File: config.mk
export PLATFORM = sky130hd
export DESIGN_NAME = csma_ca_mac_controller
export DESIGN_NICKNAME = d
export VERILOG_FILES = /design/src/sv/csmac_pkg.sv /design/src/sv/csma_ca_mac_controller.sv
export SDC_FILE = /design/constraint.sdc
export NUM_CORES = 1
export LEC_CHECK = 0
export ABC_AREA = 1
export BUFFER_PORTS_ARGS = -buffer_cell sky130_fd_sc_hd__buf_2
export CAP_MARGIN = 20
export CORE_MARGIN = 4
export CORE_UTILIZATION = 55
export CTS_CLUSTER_SIZE = 14
export DETAILED_ROUTE_END_ITERATION = 6
export MAX_ROUTING_LAYER = met4
export PLACE_DENSITY = 0.8
export SYNTH_ARGS = -nofsm -noshare
export SYNTH_HDL_FRONTEND = slang
export SYNTH_SLANG_ARGS = --single-unit
File: constraint.sdc
create_clock -name aclk -period 15.47 [get_ports aclk]
set_input_delay 2.3205 -clock aclk [delete_from_list [all_inputs] [get_ports aclk]]
set_output_delay 2.3205 -clock aclk [all_outputs]
set_load 0.02 [all_outputs]
File: src/sv/csmac_pkg.sv
`timescale 1ns / 1ps
// ----------------------------------------------------------------------------
// csmac_pkg
// Types and codes shared by the CSMA/CA MAC controller.
// ----------------------------------------------------------------------------
package csmac_pkg;

    typedef enum logic [2:0] {
        OP_TICK    = 3'd0,
        OP_FRAME   = 3'd1,
        OP_MEDIUM  = 3'd2,
        OP_RX      = 3'd3,
        OP_TX_DONE = 3'd4
    } opcode_t;

    typedef enum logic [2:0] {
        ACT_NONE     = 3'd0,
        ACT_START_TX = 3'd1,
        ACT_ACK_TX   = 3'd2,
        ACT_DELIVER  = 3'd3,
        ACT_DROP     = 3'd4,
        ACT_GIVE_UP  = 3'd5,
        ACT_TX_OK    = 3'd6,
        ACT_RX_DISC  = 3'd7
    } action_t;

    typedef enum logic [2:0] {
        MS_IDLE    = 3'd0,
        MS_DEFER   = 3'd1,
        MS_DIFS    = 3'd2,
        MS_BACKOFF = 3'd3,
        MS_WTX     = 3'd4,
        MS_WACK    = 3'd5,
        MS_RECV    = 3'd6,
        MS_SIFS    = 3'd7
    } mac_state_t;

    typedef enum logic [2:0] {
        SQ_IDLE,
        SQ_EVENT,
        SQ_DIV,
        SQ_SETTLE,
        SQ_OUT
    } seq_state_t;

    typedef enum logic [2:0] {
        REG_OWN_ADDR = 3'd0,
        REG_USE_ACK  = 3'd1,
        REG_CW_MIN   = 3'd2,
        REG_CW_MAX   = 3'd3,
        REG_RETRY    = 3'd4,
        REG_SLOT     = 3'd5,
        REG_SIFS     = 3'd6,
        REG_DIFS     = 3'd7
    } reg_index_t;

    localparam logic [47:0] BCAST_ADDR = 48'hFFFF_FFFF_FFFF;
    localparam int          DIV_STEPS  = 16;

    typedef struct packed {
        logic [2:0]  opcode;
        logic        medium_free;
        logic        frame_broadcast;
        logic [47:0] rx_receiver_address;
        logic [47:0] rx_transmitter_address;
        logic        rx_is_ack;
        logic        rx_bit_error;
        logic [15:0] random_value;
    } mac_in_t;

    typedef struct packed {
        logic [2:0]  action;
        logic [47:0] ack_address;
        logic [3:0]  retry_count;
        logic [2:0]  mac_state;
        logic [4:0]  queue_count;
    } mac_out_t;

endpackage

File: src/sv/csma_ca_mac_controller.sv
`timescale 1ns / 1ps
// ----------------------------------------------------------------------------
// csma_ca_mac_controller
// CSMA/CA medium access control with binary exponential backoff.
// ----------------------------------------------------------------------------
// Usage:
//   s_valid/s_ready/s_data carries one event word (tick, new frame, medium
//   change, received frame, transmit done). Every event yields exactly one
//   result word on m_valid/m_ready/m_data.
//   Each accepted word passes through the event, settle and output states;
//   events that draw a backoff slot also pass, between event and settle,
//   the 16 steps of the shared restoring divider that forms random_value mod (window+1).
//   One event is in flight at a time: s_ready is high only when no result
//   is pending, so a new word is accepted only once the last result is taken.
//   A stalled receiver holds the result in the output register and keeps
//   s_ready low until the word is taken.
//   Registers sit on the APB port at 8*index (64-bit data); write only
//   while no event is in flight.
//   Reset (aresetn low, synchronous) returns to idle with an empty queue
//   and restores the register defaults.
// ----------------------------------------------------------------------------
module csma_ca_mac_controller #(
    parameter int QUEUE_DEPTH       = 16,
    parameter int ACK_TIMEOUT_TICKS = 400
) (
    input  logic               aclk,
    input  logic               aresetn,
    input  logic               s_valid,
    output logic               s_ready,
    input  csmac_pkg::mac_in_t s_data,
    output logic               m_valid,
    input  logic               m_ready,
    output csmac_pkg::mac_out_t m_data,
    input  logic               psel,
    input  logic               penable,
    input  logic               pwrite,
    input  logic [5:0]         paddr,
    input  logic [63:0]        pwdata,
    output logic [63:0]        prdata,
    output logic               pready
);
    import csmac_pkg::*;

    localparam int FW = $clog2(QUEUE_DEPTH + 1);
    localparam int IW = (QUEUE_DEPTH > 1) ? $clog2(QUEUE_DEPTH) : 1;
    localparam logic [FW-1:0] FULL_CNT = FW'(QUEUE_DEPTH);
    localparam logic [15:0]   ACK_TO   = 16'(ACK_TIMEOUT_TICKS);

    // configuration
    logic [47:0] own_addr_reg;
    logic        use_ack_reg;
    logic [9:0]  cw_min_reg, cw_max_reg;
    logic [3:0]  retry_limit_reg;
    logic [15:0] slot_ticks_reg, sifs_ticks_reg, difs_ticks_reg;
    logic        cfg_wr;
    reg_index_t  cfg_idx;

    assign pready  = 1'b1;
    assign cfg_wr  = psel & penable & pwrite;
    assign cfg_idx = reg_index_t'(paddr[5:3]);

    always_ff @(posedge aclk) begin
        if (!aresetn) begin
            own_addr_reg    <= '0;
            use_ack_reg     <= 1'b1;
            cw_min_reg      <= 10'd31;
            cw_max_reg      <= 10'd1023;
            retry_limit_reg <= 4'd7;
            slot_ticks_reg  <= 16'd20;
            sifs_ticks_reg  <= 16'd10;
            difs_ticks_reg  <= 16'd50;
        end else if (cfg_wr) begin
            case (cfg_idx)
                REG_OWN_ADDR: own_addr_reg    <= pwdata[47:0];
                REG_USE_ACK:  use_ack_reg     <= pwdata[0];
                REG_CW_MIN:   cw_min_reg      <= pwdata[9:0];
                REG_CW_MAX:   cw_max_reg      <= pwdata[9:0];
                REG_RETRY:    retry_limit_reg <= pwdata[3:0];
                REG_SLOT:     slot_ticks_reg  <= pwdata[15:0];
                REG_SIFS:     sifs_ticks_reg  <= pwdata[15:0];
                REG_DIFS:     difs_ticks_reg  <= pwdata[15:0];
                default: ;
            endcase
        end
    end

    always_comb begin
        case (cfg_idx)
            REG_OWN_ADDR: prdata = {16'd0, own_addr_reg};
            REG_USE_ACK:  prdata = {63'd0, use_ack_reg};
            REG_CW_MIN:   prdata = {54'd0, cw_min_reg};
            REG_CW_MAX:   prdata = {54'd0, cw_max_reg};
            REG_RETRY:    prdata = {60'd0, retry_limit_reg};
            REG_SLOT:     prdata = {48'd0, slot_ticks_reg};
            REG_SIFS:     prdata = {48'd0, sifs_ticks_reg};
            REG_DIFS:     prdata = {48'd0, difs_ticks_reg};
            default:      prdata = '0;
        endcase
    end

    // sequencer
    seq_state_t seq_reg, seq_next;
    mac_in_t    item_reg;
    mac_out_t   out_reg, out_next;
    logic       draw_reg, draw_next;
    logic       enter_bo_reg, enter_bo_next;
    logic [4:0] div_cnt_reg, div_cnt_next;

    // MAC state
    mac_state_t  ms_reg, ms_next;
    logic [15:0] timer_reg, timer_next;
    logic [9:0]  slots_reg, slots_next;
    logic        slot_valid_reg, slot_valid_next;
    logic [15:0] stc_reg, stc_next;
    logic [9:0]  elapsed_reg, elapsed_next;
    logic [3:0]  retry_reg, retry_next;
    logic        needed_reg, needed_next;
    logic [FW-1:0] fill_reg, fill_next;
    logic [47:0] ack_addr_reg, ack_addr_next;
    action_t     act_reg, act_next;
    logic        q_reg [QUEUE_DEPTH];
    logic        push, pop;

    // divider
    logic [10:0] rem_reg, rem_next;
    logic [15:0] num_reg, num_next;
    logic [10:0] den_reg, den_next;
    logic [11:0] trial;

    assign s_ready = (seq_reg == SQ_IDLE);
    assign m_valid = (seq_reg == SQ_OUT);
    assign m_data  = out_reg;

    assign trial   = {rem_reg, num_reg[15]};

    always_comb begin
        seq_next = seq_reg;
        case (seq_reg)
            SQ_IDLE:   if (s_valid) seq_next = SQ_EVENT;
            SQ_EVENT:  seq_next = draw_next ? SQ_DIV : SQ_SETTLE;
            SQ_DIV:    if (div_cnt_reg == 5'd1) seq_next = SQ_SETTLE;
            SQ_SETTLE: seq_next = SQ_OUT;
            SQ_OUT:    if (m_ready) seq_next = SQ_IDLE;
            default:   seq_next = SQ_IDLE;
        endcase
    end

    always_comb begin
        logic        expired;
        logic [15:0] tdec;
        logic [FW-1:0] fill_pop;
        logic        fin;
        logic [15:0] stc_inc;
        logic [9:0]  el_inc;
        logic        for_us;
        logic [25:0] cw_wide;
        logic [25:0] cw_m1;
        logic [9:0]  cw;
        ms_next         = ms_reg;
        timer_next      = timer_reg;
        slots_next      = slots_reg;
        slot_valid_next = slot_valid_reg;
        stc_next        = stc_reg;
        elapsed_next    = elapsed_reg;
        retry_next      = retry_reg;
        needed_next     = needed_reg;
        fill_next       = fill_reg;
        ack_addr_next   = ack_addr_reg;
        act_next        = act_reg;
        draw_next       = draw_reg;
        enter_bo_next   = enter_bo_reg;
        div_cnt_next    = div_cnt_reg;
        rem_next        = rem_reg;
        num_next        = num_reg;
        den_next        = den_reg;
        out_next        = out_reg;
        push            = 1'b0;
        pop             = 1'b0;
        expired         = (timer_reg <= 16'd1);
        tdec            = expired ? 16'd0 : timer_reg - 16'd1;
        fill_pop        = (fill_reg == '0) ? fill_reg : fill_reg - FW'(1);
        fin             = 1'b0;
        stc_inc         = stc_reg + 16'd1;
        el_inc          = (elapsed_reg < 10'h3FF) ? elapsed_reg + 10'd1 : elapsed_reg;
        for_us          = (item_reg.rx_receiver_address == own_addr_reg);
        cw_wide         = '0;
        cw_m1           = '0;
        cw              = '0;

        case (seq_reg)
            SQ_EVENT: begin
                act_next      = ACT_NONE;
                draw_next     = 1'b0;
                enter_bo_next = 1'b0;
                case (opcode_t'(item_reg.opcode))
                    OP_TICK: begin
                        case (ms_reg)
                            MS_DIFS: begin
                                timer_next = tdec;
                                if (expired) begin
                                    if (!needed_reg) begin
                                        ms_next  = MS_WTX;
                                        act_next = ACT_START_TX;
                                    end else begin
                                        ms_next      = MS_BACKOFF;
                                        stc_next     = '0;
                                        elapsed_next = '0;
                                        if (!slot_valid_reg) begin
                                            draw_next     = 1'b1;
                                            enter_bo_next = 1'b1;
                                        end else if (slots_reg == '0) begin
                                            ms_next  = MS_WTX;
                                            act_next = ACT_START_TX;
                                        end
                                    end
                                end
                            end
                            MS_BACKOFF: begin
                                stc_next = stc_inc;
                                if (stc_inc >= slot_ticks_reg) begin
                                    stc_next     = '0;
                                    elapsed_next = el_inc;
                                    if (el_inc >= slots_reg) begin
                                        ms_next  = MS_WTX;
                                        act_next = ACT_START_TX;
                                    end
                                end
                            end
                            MS_WACK: begin
                                timer_next = tdec;
                                if (expired) begin
                                    if (5'(retry_reg) + 5'd1 >= 5'(retry_limit_reg)) begin
                                        pop      = 1'b1;
                                        fin      = 1'b1;
                                        ms_next  = MS_IDLE;
                                        act_next = ACT_GIVE_UP;
                                    end else begin
                                        needed_next = 1'b1;
                                        retry_next  = retry_reg + 4'd1;
                                        draw_next   = 1'b1;
                                        ms_next     = MS_DEFER;
                                    end
                                end
                            end
                            MS_SIFS: begin
                                timer_next = tdec;
                                if (expired) begin
                                    act_next        = ACT_ACK_TX;
                                    slots_next      = '0;
                                    slot_valid_next = 1'b1;
                                    retry_next      = '0;
                                    needed_next     = (fill_reg != '0);
                                    ms_next         = MS_IDLE;
                                end
                            end
                            default: ;
                        endcase
                    end
                    OP_FRAME: begin
                        if (fill_reg >= FULL_CNT) begin
                            act_next = ACT_DROP;
                        end else begin
                            push      = 1'b1;
                            fill_next = fill_reg + FW'(1);
                        end
                    end
                    OP_MEDIUM: begin
                        if (ms_reg == MS_DEFER && item_reg.medium_free) begin
                            ms_next    = MS_DIFS;
                            timer_next = difs_ticks_reg;
                        end else if (ms_reg == MS_DIFS && !item_reg.medium_free) begin
                            needed_next = 1'b1;
                            ms_next     = MS_DEFER;
                        end else if (ms_reg == MS_BACKOFF && !item_reg.medium_free) begin
                            slots_next = (elapsed_reg < slots_reg) ? slots_reg - elapsed_reg
                                                                   : 10'd0;
                            ms_next    = MS_DEFER;
                        end
                    end
                    OP_RX: begin
                        if (ms_reg == MS_WACK) begin
                            if (for_us && item_reg.rx_is_ack && !item_reg.rx_bit_error) begin
                                pop      = 1'b1;
                                fin      = 1'b1;
                                ms_next  = MS_IDLE;
                                act_next = ACT_TX_OK;
                            end else begin
                                act_next = ACT_RX_DISC;
                            end
                        end else if (ms_reg != MS_IDLE && ms_reg != MS_DEFER
                                     && ms_reg != MS_DIFS) begin
                            act_next = ACT_RX_DISC;
                        end else if (item_reg.rx_bit_error || item_reg.rx_is_ack
                                     || (item_reg.rx_receiver_address != BCAST_ADDR
                                         && !for_us)) begin
                            act_next        = ACT_RX_DISC;
                            slots_next      = '0;
                            slot_valid_next = 1'b1;
                            retry_next      = '0;
                            needed_next     = (fill_reg != '0);
                            ms_next         = MS_IDLE;
                        end else if (item_reg.rx_receiver_address != BCAST_ADDR
                                     && use_ack_reg) begin
                            act_next      = ACT_DELIVER;
                            ack_addr_next = item_reg.rx_transmitter_address;
                            timer_next    = sifs_ticks_reg;
                            ms_next       = MS_SIFS;
                        end else begin
                            act_next        = ACT_DELIVER;
                            slots_next      = '0;
                            slot_valid_next = 1'b1;
                            retry_next      = '0;
                            needed_next     = (fill_reg != '0);
                            ms_next         = MS_IDLE;
                        end
                    end
                    OP_TX_DONE: begin
                        if (ms_reg == MS_WTX) begin
                            if (q_reg[0] || !use_ack_reg) begin
                                pop      = 1'b1;
                                fin      = 1'b1;
                                ms_next  = MS_IDLE;
                                act_next = ACT_TX_OK;
                            end else begin
                                timer_next = ACK_TO;
                                ms_next    = MS_WACK;
                            end
                        end
                    end
                    default: ;
                endcase
                if (fin) begin
                    fill_next       = fill_pop;
                    slots_next      = '0;
                    slot_valid_next = 1'b1;
                    retry_next      = '0;
                    needed_next     = (fill_pop != '0);
                end
                // window uses the retry count after this event
                cw_wide      = (26'(cw_min_reg) + 26'd1) << retry_next;
                cw_m1        = cw_wide - 26'd1;
                cw           = (cw_m1 > 26'(cw_max_reg)) ? cw_max_reg : cw_m1[9:0];
                rem_next     = '0;
                num_next     = item_reg.random_value;
                den_next     = {1'b0, cw} + 11'd1;
                div_cnt_next = 5'(DIV_STEPS);
            end
            SQ_DIV: begin
                if (trial >= {1'b0, den_reg}) begin
                    rem_next = 11'(trial - {1'b0, den_reg});
                end else begin
                    rem_next = trial[10:0];
                end
                num_next     = {num_reg[14:0], 1'b0};
                div_cnt_next = div_cnt_reg - 5'd1;
                if (div_cnt_reg == 5'd1) begin
                    slots_next      = rem_next[9:0];
                    slot_valid_next = 1'b1;
                    if (enter_bo_reg && rem_next[9:0] == '0) begin
                        ms_next  = MS_WTX;
                        act_next = ACT_START_TX;
                    end
                end
            end
            SQ_SETTLE: begin
                for (int i = 0; i < 4; i++) begin
                    if (ms_next == MS_IDLE && fill_reg != '0) begin
                        slot_valid_next = 1'b0;
                        ms_next         = MS_DEFER;
                    end else if (ms_next == MS_DEFER
                                 && (item_reg.medium_free || !needed_next)) begin
                        ms_next    = MS_DIFS;
                        timer_next = difs_ticks_reg;
                    end else if (ms_next == MS_DIFS && !item_reg.medium_free) begin
                        needed_next = 1'b1;
                        ms_next     = MS_DEFER;
                    end
                end
                out_next.action      = act_reg;
                out_next.ack_address = (act_reg == ACT_ACK_TX) ? ack_addr_reg : 48'd0;
                out_next.retry_count = retry_reg;
                out_next.mac_state   = ms_next;
                out_next.queue_count = 5'(fill_reg);
            end
            default: ;
        endcase
    end

    always_ff @(posedge aclk) begin
        if (!aresetn) begin
            seq_reg        <= SQ_IDLE;
            ms_reg         <= MS_IDLE;
            timer_reg      <= '0;
            slots_reg      <= '0;
            slot_valid_reg <= 1'b0;
            stc_reg        <= '0;
            elapsed_reg    <= '0;
            retry_reg      <= '0;
            needed_reg     <= 1'b0;
            fill_reg       <= '0;
            ack_addr_reg   <= '0;
            act_reg        <= ACT_NONE;
            draw_reg       <= 1'b0;
            enter_bo_reg   <= 1'b0;
            div_cnt_reg    <= '0;
        end else begin
            seq_reg        <= seq_next;
            ms_reg         <= ms_next;
            timer_reg      <= timer_next;
            slots_reg      <= slots_next;
            slot_valid_reg <= slot_valid_next;
            stc_reg        <= stc_next;
            elapsed_reg    <= elapsed_next;
            retry_reg      <= retry_next;
            needed_reg     <= needed_next;
            fill_reg       <= fill_next;
            ack_addr_reg   <= ack_addr_next;
            act_reg        <= act_next;
            draw_reg       <= draw_next;
            enter_bo_reg   <= enter_bo_next;
            div_cnt_reg    <= div_cnt_next;
        end
    end

    always_ff @(posedge aclk) begin
        if (seq_reg == SQ_IDLE && s_valid) begin
            item_reg <= s_data;
        end
        rem_reg <= rem_next;
        num_reg <= num_next;
        den_reg <= den_next;
        out_reg <= out_next;
    end

    // transmit queue of broadcast flags, head at entry zero
    always_ff @(posedge aclk) begin
        if (push) begin
            q_reg[fill_reg[IW-1:0]] <= item_reg.frame_broadcast;
        end else if (pop && fill_reg != '0) begin
            for (int i = 0; i < QUEUE_DEPTH - 1; i++) begin
                q_reg[i] <= q_reg[i+1];
            end
        end
    end

    a_ready_only_idle: assert property (@(posedge aclk) disable iff (!aresetn)
        s_ready |-> !m_valid && seq_reg == SQ_IDLE)
        else $error("ready while busy");

    a_accept_to_event: assert property (@(posedge aclk) disable iff (!aresetn)
        s_valid && s_ready |=> seq_reg == SQ_EVENT)
        else $error("accepted word not processed");

    a_fill_bound: assert property (@(posedge aclk) disable iff (!aresetn)
        fill_reg <= FULL_CNT)
        else $error("queue fill out of range");

    a_div_count: assert property (@(posedge aclk) disable iff (!aresetn)
        seq_reg == SQ_DIV |-> div_cnt_reg != 5'd0 && div_cnt_reg <= 5'(DIV_STEPS))
        else $error("divider count out of range");

    a_out_hold: assert property (@(posedge aclk) disable iff (!aresetn)
        m_valid && !m_ready |=> m_valid && $stable(out_reg))
        else $error("result changed while stalled");

endmodule
==> results of run 1 <==
-- critical path: cells and delay by family (launching register included) --
kind / cells / cell delay [ns]
compound gates: 6 / 1.27
xor+xnor: 3 / 0.72
fa+ha+maj: 4 / 1.04
buf+inv: 3 / 0.22
flops: 1 / 0.49
simple gates: 21 / 3.42
-- power groups by stage --
stage | Sequential [mW] | Clock (mW) | Combinational [mW]
after floorplan | 1.81 | 0 | 2.06
after global placement | 1.81 | 0 | 2.54
after detailed placement | 1.81 | 0 | 2.59
after CTS | 1.79 | 1.22 | 2.61
after global routing | 1.81 | 1.28 | 2.95
final | 1.79 | 1.21 | 2.64
-- cell usage in the layout, fill, tap and decap left out, types with 5 or more instances in the layout --
master | Yosys | layout
sky130_fd_sc_hd__nand2_1 | 527 | 527
sky130_fd_sc_hd__inv_1 | 354 | 353
sky130_fd_sc_hd__nor2_1 | 312 | 309
sky130_fd_sc_hd__buf_2 | 9 | 288
sky130_fd_sc_hd__o21ai_0 | 268 | 268
sky130_fd_sc_hd__dfxtp_1 | 248 | 248
sky130_fd_sc_hd__edfxtp_1 | 236 | 236
sky130_fd_sc_hd__nand3_1 | 224 | 224
sky130_fd_sc_hd__a21oi_1 | 222 | 222
sky130_fd_sc_hd__ha_1 | 75 | 75
sky130_fd_sc_hd__xor2_1 | 56 | 56
sky130_fd_sc_hd__clkbuf_16 | 0 | 51
sky130_fd_sc_hd__xnor2_1 | 41 | 41
sky130_fd_sc_hd__nand4_1 | 37 | 37
sky130_fd_sc_hd__inv_2 | 30 | 31
sky130_fd_sc_hd__nor3_1 | 31 | 31
sky130_fd_sc_hd__o211ai_1 | 25 | 25
sky130_fd_sc_hd__a31oi_1 | 24 | 24
sky130_fd_sc_hd__buf_4 | 21 | 22
sky130_fd_sc_hd__a211oi_1 | 21 | 21
sky130_fd_sc_hd__nand3_2 | 20 | 20
sky130_fd_sc_hd__o22ai_1 | 18 | 18
sky130_fd_sc_hd__nor2_2 | 16 | 17
sky130_fd_sc_hd__conb_1 | 2 | 17
sky130_fd_sc_hd__nand2_2 | 15 | 15
sky130_fd_sc_hd__nor2_4 | 12 | 14
sky130_fd_sc_hd__o21a_1 | 14 | 14
sky130_fd_sc_hd__a22oi_1 | 14 | 14
sky130_fd_sc_hd__o2111ai_1 | 13 | 13
sky130_fd_sc_hd__clkinv_2 | 1 | 11
sky130_fd_sc_hd__clkinv_1 | 4 | 10
sky130_fd_sc_hd__a221oi_1 | 10 | 10
sky130_fd_sc_hd__clkbuf_1 | 100 | 10
sky130_fd_sc_hd__o21ai_1 | 8 | 8
sky130_fd_sc_hd__nand2_4 | 8 | 8
sky130_fd_sc_hd__o221ai_1 | 8 | 8
sky130_fd_sc_hd__diode_2 | 0 | 5
sky130_fd_sc_hd__or2_2 | 5 | 5
sky130_fd_sc_hd__bufinv_16 | 0 | 5
-- final cells by class --
| type | count | area share |
|---|---|---|
| Sequential cell | 484 | 0.419 |
| Clock inverter | 28 | 0.0104 |
| Antenna cell | 5 | 0.000435 |
| Multi-Input combinational cell | 2086 | 0.390 |
| Timing Repair Buffer | 310 | 0.0559 |
| Inverter | 392 | 0.0515 |
| Tap cell | 600 | 0.0261 |
| Clock buffer | 63 | 0.0467 |
-- worst max path at each step --
stage | endpoint | startpoint
after floorplan | item_reg[0]$_DFFE_PP_ | s_valid
after global placement | den_reg[4]$_DFFE_PP_ | retry_reg[1]$_SDFFE_PN0P_
after detailed placement | den_reg[4]$_DFFE_PP_ | retry_reg[1]$_SDFFE_PN0P_
after CTS | den_reg[4]$_DFFE_PP_ | retry_reg[1]$_SDFFE_PN0P_
after global routing | den_reg[4]$_DFFE_PP_ | retry_reg[1]$_SDFFE_PN0P_
final | den_reg[4]$_DFFE_PP_ | retry_reg[1]$_SDFFE_PN0P_
-- routing by layer --
layer	track usage	vias up	part of all wire
met4	0.109	0	0.044
met3	0.0403	185	0.078
met5	-	-	0
met1	0.350	10300	0.41
met2	0.434	1005	0.47
li1	-	10900	-
-- stage by stage --
stage                     utilization  instances  instance area [um^2]  setup WS [ns]
after floorplan                     -       3102                 25400           7.61
after global placement          0.595       3870                 27100           8.32
after detailed placement        0.595       3870                 27100           8.16
after CTS                       0.632       3961                 28700           8.12
after global routing            0.632       3967                 28700           7.54
final                           0.632       3968                 28800           8.04
-- kinds of logic after synthesis --
logic type | count (synthesis) | share of synthesized area
xor gates and xnor gates | 97 | 0.0336
other | 2 | 0.000297
and+or+nand+nor | 1222 | 0.215
AOI/OAI and AO/OA | 673 | 0.151
DFF | 484 | 0.476
adders and majority gates | 77 | 0.0386
buffers and inverters | 532 | 0.0853
==> run summary, run 1 <==
Entering global routing, the biggest net connects 97 pins. Counting cells, the worst reg-to-reg path comes to 37. No sink is reached through more buffers than the 3 on the longest clock path. The startpoint class of the critical path was a flip-flop.

The register with the most flip-flops in the layout has 119 of them. A synthesized cell averages 8.20 um^2. The logs give 484 for the TritonCTS sink count and 4 for the initial antenna violation count. Synthesis produced 3087 cells. For the pin with the worst max-slew slack, the measured transition is 1.09 ns.

For this block, the initial DRC count from the detailed router was 2116. Ranked by instance count, the synthesized netlist is headed by sky130_fd_sc_hd__nand2_1 (527), sky130_fd_sc_hd__inv_1 (354), sky130_fd_sc_hd__nor2_1 (312). Once detailed placement completed, the half-perimeter wirelength came to 48.0 mm. The run gives 12100 um^2 as the area of all sequential standard cells.

Hold violation count in the final report: 0. Clock-pin slew was measured on the worst setup and hold paths at 0.07 ns. Worst reg-to-reg setup slack: 8.04 ns.

The biggest area contributor in the post-synthesis netlist is sky130_fd_sc_hd__edfxtp_1. The tightest min-delay check is of the flip-flop to flip-flop type. Global route total overflow: 0. Category of the most critical setup path: flip-flop to flip-flop.

The layout has 3865 filler cells. Hold is met by 0.446 ns. During placement, the flow inserted port buffers numbering 289. The peak fanout along the critical path was 24. For this run, design rule violations remaining after detail routing come to 0. The post-route fraction of the period consumed by the critical path works out to 0.480. TritonCTS built the clock tree.

Initial core utilization: 0.557. STA puts the critical path data arrival time at 7.76 ns. The first detailed-routing pass ran for 5 iterations.

Post-CTS timing repair inserted 0 buffers for setup. Total chip power: 5.65 mW. The most common cell in the synthesized netlist is sky130_fd_sc_hd__nand2_1. The startpoint of the worst hold path is act_reg[0]$_SDFFE_PN0P_.

Endpoint of the most critical register-to-register path: den_reg[4]$_DFFE_PP_. In this run the horizontal extent of the chip is 223 um. The cell-internal power was 3.19 mW; the switching part of the total power was 0.435. Remaining max-slew budget at the tightest pin: 0.271.

The via density per instance was 5.62; the number of synthesized flops with an enable pin was 236. The area growth from synthesis to layout was 13.6%. Achievable clock frequency: 0.135 GHz. The tools report the placer's final routability congestion estimate as 0.972.

The tools report the proportion of power drawn by the clock network as 0.214. The worst-skew pair later-pin latency is 0.60 ns, and the maximum vdd drop is 0.126 mV. The most used flip-flop cell after synthesis is sky130_fd_sc_hd__dfxtp_1.

The count of state elements after synthesis was 484. Sorting the synthesized cells by area gives the leading types as sky130_fd_sc_hd__edfxtp_1 (28%), sky130_fd_sc_hd__dfxtp_1 (20%), sky130_fd_sc_hd__nand2_1 (7.8%). The analysis attributes to net switching a power of 2.45 mW. The count of instances resized after the clock tree is built was 0; the count of final max-slew check failures was 0.

The first global-routing pass estimated 108 mm of wire. In the final layout, the multi-input gates occupy 11200 um^2. The overall via count from detail_route was 22300; the critical path's largest stage delay was 0.49 ns. The tools report the placeable core region as 45500 um^2.

The clock arrives with 0.0185 ns of skew. Overall global routing resource usage: 0.272. After detailed routing, the average wire length per cell comes to 17.2 um. The total number of yosys warnings is 0, and the area share of the largest cell type after synthesis is 0.280. During I/O placement, the number of pins put on the boundary was 326. The slowest cell on the critical path is sky130_fd_sc_hd__dfxtp_1. The startpoint of the worst-slack reg-to-reg timing path is retry_reg[1]$_SDFFE_PN0P_.

The die is 223 um tall. Setup repair after global routing left no endpoint under its margin. Data on the critical path is required at its endpoint by 15.80 ns. In this design, the critical path's most frequently occurring cell is sky130_fd_sc_hd__nand2_1. The number of instances on the worst hold path works out to 0. Number of global-route vias before repair: 20800. The routed design could run at a clock period as short as 7.43 ns. The fraction of final layout cells with drive strength greater than 1 came out at 0.151. Summing every instance area after synthesis gives 25300 um^2. Max-cap violations in this run came to 0. The detail route stage leaves a number of antenna-violating nets equal to 0. The analysis attributes to cell leakage a power of 12.0 nW. The worst setup path is captured at a flip-flop.

For the portion of the post-synthesis area used by sequential elements, the log shows 0.476. The clock root buffer master was sky130_fd_sc_hd__clkbuf_16. The H-tree level count is 2.

The share of synthesized registers carrying an async set or reset is 0. Synthesis instantiated 64 different standard cells from the library. The run finished with clean final reports. TritonCTS created 50 clock buffers. For the post-layout net count, the log shows 3597.

Summed over all failing endpoints, the final setup total negative slack is 0 ns. The tools report the destination of the worst hold path as m_data[60]$_DFFE_PP_. Wires add up to 68.3 mm. The relative contribution of combinational cells to total power was 0.468. The die covers 49500 um^2. The proportion of power drawn by flip-flops and latches is 0.318, and the number of placement rows is 78. Hold repair after CTS inserted 0 buffers.

Total power divided by cell area: 196 nW/um^2. The setup violation total in the final timing report came out at 0.
(Power assumes the default switching activity.)
==> run 2, diff against run 1 <==
--- a/config.mk
+++ b/config.mk
@@ -5,15 +5,15 @@
 export SDC_FILE = /design/constraint.sdc
 export NUM_CORES = 1
 export LEC_CHECK = 0
-export ABC_AREA = 1
+export ABC_AREA = 0
 export BUFFER_PORTS_ARGS = -buffer_cell sky130_fd_sc_hd__buf_2
 export CAP_MARGIN = 20
 export CORE_MARGIN = 4
-export CORE_UTILIZATION = 55
+export CORE_UTILIZATION = 53
 export CTS_CLUSTER_SIZE = 14
 export DETAILED_ROUTE_END_ITERATION = 6
 export MAX_ROUTING_LAYER = met4
-export PLACE_DENSITY = 0.8
+export PLACE_DENSITY = 0.81
 export SYNTH_ARGS = -nofsm -noshare
 export SYNTH_HDL_FRONTEND = slang
 export SYNTH_SLANG_ARGS = --single-unit
==> constraint.sdc (replaced) <==
create_clock -name aclk -period 6.3 [get_ports aclk]
set_input_delay 0.945 -clock aclk [delete_from_list [all_inputs] [get_ports aclk]]
set_output_delay 0.945 -clock aclk [all_outputs]
set_load 0.02 [all_outputs]
==> run 2 against run 1 <==
Compared with the run above:
- register-to-register slack lost 8.8 ns
- the flow now finishes with violations (setup timing)
- clock skew rose by 0.018 ns
- combinational power shrank 3%
- largest cell class is now multi-input combinational cells
- first-iteration DRC count grew 12%
- critical path type unchanged
- synthesized cell count shrank 12%
==> run summary, run 2 <==
The logs give 3496 (-2.8%) for the post-layout net count and 1 (-3) for the initial antenna violation count. Number of placement rows: 79 (+1.3%). The portion of the post-synthesis area used by sequential elements came out at 0.481 (+0.00506).

The tools report the number of library cell types mapped by synthesis as 96 (+50%). STA classifies the critical path endpoint as a flip-flop. The residual DRC count is 0 (unchanged), and the area of placed instances is 29000 um^2 (+7.3%). The tools report the data arrival time of the critical path as 7.46 ns (-0.30 ns). The shortest period the worst path allows came out at 7.10 ns (-0.324 ns).

The logs give 31300 um^2 (+8.9%) for the post-route cell area and 0 (unchanged) for the total number of yosys warnings. The worst hold path belongs to the class flip-flop to flip-flop. The fraction of the mapped netlist area in compound gates is 0.169 (+0.0180), and the overall via count from detail_route is 23000 (+3.2%).

The vertical die dimension was 225 um (+1.3%). The biggest area contributor in the post-synthesis netlist is sky130_fd_sc_hd__edfxtp_1. Xor/xnor share of the synthesized area: 0.0450 (+0.0115).

In the post-synthesis netlist, the biggest area contributors are sky130_fd_sc_hd__edfxtp_1 (28%), sky130_fd_sc_hd__dfxtp_1 (20%), sky130_fd_sc_hd__nand2_1 (7.8%). The proportion of power drawn by flip-flops and latches is 0.402 (+0.084). The tools report the DRC violation total after the first TritonRoute iteration as 2378 (+12%). Setup repair after global routing could not meet its margin everywhere.

Leaving out fill and tap cells, the most frequent cell in the layout is sky130_fd_sc_hd__nand2_1. The number of buffers inserted by port buffering was 289 (unchanged). The slowest stage of the critical path belongs to the cell sky130_fd_sc_hd__or4_4. The share of synthesized registers carrying an async set or reset is 0 (unchanged). The number of top-level design ports is 326 (unchanged).

The final reports fail on setup timing. Count of state elements after synthesis: 484 (unchanged). The hold buffer count at cts came out at 0 (unchanged). The worst clock skew on the final layout is 0.0363 ns (+0.0178 ns), and the total power divided by cell area is 300 nW/um^2 (+53%).

The run gives 0.219 mV (+74%) as the maximum vdd drop. The clock transition at the registers of the reported paths is 0.06 ns (about the same), and the via density per instance is 5.95 (+5.8%). The library cells used most frequently in the layout, excluding fill and tap cells, are sky130_fd_sc_hd__nand2_1 (517), sky130_fd_sc_hd__buf_4 (310), sky130_fd_sc_hd__buf_2 (289). The adder-cell area share of the yosys netlist was 0.0395 (+0.000811). Total half-perimeter wirelength after legalization and detailed placement: 57.6 mm (+20%).

The critical path's largest stage delay came out at 0.56 ns (+0.07 ns). Most frequent cell after synthesis: sky130_fd_sc_hd__nand2_1. The tools report the achievable clock frequency as 0.141 GHz (+4.6%). The run gives 6.53 mW (+100%) as the cell-internal power.

The mean instance size in the synthesized netlist is 9.24 um^2 (+13%). The worst hold margin is 0.451 ns (+0.00467 ns), and the multiplexer share of the synthesized area is 0.0233 (+0.0233). The tools report the sum of negative setup slack as -4.85 ns (-4.85 ns). The logs give -0.801 ns (-8.85 ns) for the final critical-path setup slack and 6.66 ns (-9.14 ns) for the required time at the endpoint of the critical path. The hold violation count in the final report came out at 0 (unchanged).

Initial core utilization: 0.537 (-0.0197). The post-synthesis simple-gate area fraction is 0.199 (-0.0169). The area growth from synthesis to layout is 24.9%. Placer's final routability congestion estimate: 0.998 (+2.6%). The die area is 50800 um^2 (+2.6%), and the proportion of power drawn by the clock network is 0.326 (+0.112).

The logs give 484 (unchanged) for the TritonCTS sink count and 122 mm (+14%) for the first-pass GRT wire length. The maximum number of pins on one net before global-route repair was 95 (-2.1%); the remaining max-slew budget at the tightest pin was 0.274 (+0.00304). Counting stages on the worst path, the most repeated cell is sky130_fd_sc_hd__o21a_1.

The fraction of final layout cells with drive strength greater than 1 came out at 0.255 (+0.104). The overall global routing resource usage is 0.309 (+0.0373). The per-cell routed wire length was 20.5 um (+19%); the setup violation total in the final timing report was 11 (+11).

After synthesis, the largest family of logic cells by area is simple AND/OR/NAND/NOR gates. The flip-flop count of the largest register after layout is 119 (unchanged), and the number of global-route vias before repair is 22700 (+9.3%). The flow ran to the end, but the final reports show violations. TritonCTS built the clock tree.

For the post-detailed-route count of antenna-violating nets, the log shows 0 (unchanged). The number of standard cells after synthesis is 2711 (-12%), and the placeable core region is 46700 um^2 (+2.6%). For the leakage power of the design, the log shows 12.8 nW (+6.4%). In the synthesized netlist, the cells that appear most often are sky130_fd_sc_hd__nand2_1 (522), sky130_fd_sc_hd__a21oi_1 (278), sky130_fd_sc_hd__dfxtp_1 (248). The H-tree level count was 2 (unchanged); the post-route fraction of the period consumed by the critical path was 1.13 (+0.647). Among all flip-flop cells after synthesis, the most frequent one is sky130_fd_sc_hd__dfxtp_1. The area share of the largest cell type after synthesis is 0.283 (+0.00298), and the number of buffers between clock root and the deepest sink is 3 (unchanged). The tools report the total wire length after detailed routing as 79.5 mm (+16%).

The peak fanout along the critical path is 4 (-83%), and the number of detailed-route iterations in the first pass is 7 (+2). The category of the most critical setup path was flip-flop to flip-flop. The number of buffers created by CTS came out at 50 (unchanged).

The tools report the relative contribution of combinational cells to total power as 0.272 (-0.196). For the number of maximum-capacitance violations, the log shows 0 (unchanged). STA classifies the critical path startpoint as a flip-flop. The slew at the pin closest to its max-slew limit came out at 1.08 ns (-0.00779 ns).

The root buffer cell chosen for the clock tree is sky130_fd_sc_hd__clkbuf_16. The tools report the reported net switching power as 2.85 mW (+16%). The switching part of the total power came out at 0.304 (-0.131). The floorplan die width is 225 um (+1.3%). The logs give 0 (unchanged) for the global route total overflow and 25100 um^2 (-1.1%) for the area of the mapped netlist.

The number of synthesized flops with an enable pin is 236 (unchanged), and the placement-stage worst setup slack is -1.33 ns (-9.49 ns). For the worst-skew pair later-pin latency, the log shows 0.61 ns (about the same). For the count of final max-slew check failures, the log shows 0 (unchanged).
[run 2: metrics by stage]
stage          total power [mW]  cells  utilization
2_1_floorplan              5.34   2726            -
3_3_place_gp               6.16   3759        0.622
3_5_place_dp               6.22   3760        0.623
4_1_cts                    9.30   3859        0.664
5_1_grt                    9.75   3872        0.671
6_report                   9.38   3872        0.671
[run 2: layer usage]
| layer | vias to the layer above | wire length [um] | global-route usage |
|---|---|---|---|
| met2 | 1166 | 38200 | 0.505 |
| met4 | 0 | 3820 | 0.137 |
| met5 | - | 0 | - |
| met3 | 247 | 6070 | 0.0462 |
| met1 | 11000 | 31400 | 0.382 |
| li1 | 10700 | - | - |
[run 2: worst paths after layout]
kind | cells past startpoint | endpoint | from | slack, ns
setup / recovery | 32 | den_reg[8]$_DFFE_PP_ | timer_reg[5]$_SDFFE_PN0P_ | -0.80
hold reg to reg | 2 | ack_addr_reg[19]$_SDFFE_PN0P_ | ack_addr_reg[19]$_SDFFE_PN0P_ | 0.45
setup reg to reg | 32 | den_reg[8]$_DFFE_PP_ | timer_reg[5]$_SDFFE_PN0P_ | -0.80
hold / removal | 2 | ack_addr_reg[19]$_SDFFE_PN0P_ | ack_addr_reg[19]$_SDFFE_PN0P_ | 0.45
[run 2: critical path, delay by kind of cell, from the launching register on]
kind	cells	cell delay (ns)
buffers and inverters	2	0.18
flip-flops	1	0.32
AND/OR/NAND/NOR	8	2.13
AO/OA/AOI/OAI	15	2.89
adder cells (fa/ha/maj)	3	0.73
XOR/XNOR	1	0.14
multiplexers	3	0.49
[run 2: cell type report]
type	instances	area (um^2)
Multi-Input combinational cell	1974	12500
Tap cell	607	759
Sequential cell	484	12100
Clock buffer	76	1470
Antenna cell	1	2.50
Fill cell	3566	15400
Inverter	104	395
Timing Repair Buffer	609	3910
Clock inverter	17	230
[run 2: timing repair]
action	in CTS	in global routing
pin swaps	18	17
gates resized for setup	36	40
buffers inserted	6	11
endpoints found under the setup margin	11	11
[run 2: cells by family (layout without fill, tap and decap cells)]
| kind of cell | after synthesis | in the layout |
|---|---|---|
| simple gates | 1054 | 1054 |
| compound gates | 643 | 643 |
| flops | 484 | 484 |
| buf+inv | 268 | 806 |
| xor+xnor | 128 | 128 |
| fa+ha+maj | 78 | 78 |
| mux | 54 | 54 |
| other cells | 2 | 18 |
[run 2: power by group through the flow]
stage,clock [mW],combinational (mW),sequential (mW)
2_1_floorplan,0,1.52,3.81
3_3_place_gp,0,2.34,3.82
3_5_place_dp,0,2.39,3.83
4_1_cts,3.08,2.45,3.77
5_1_grt,3.21,2.75,3.79
6_report,3.06,2.55,3.77
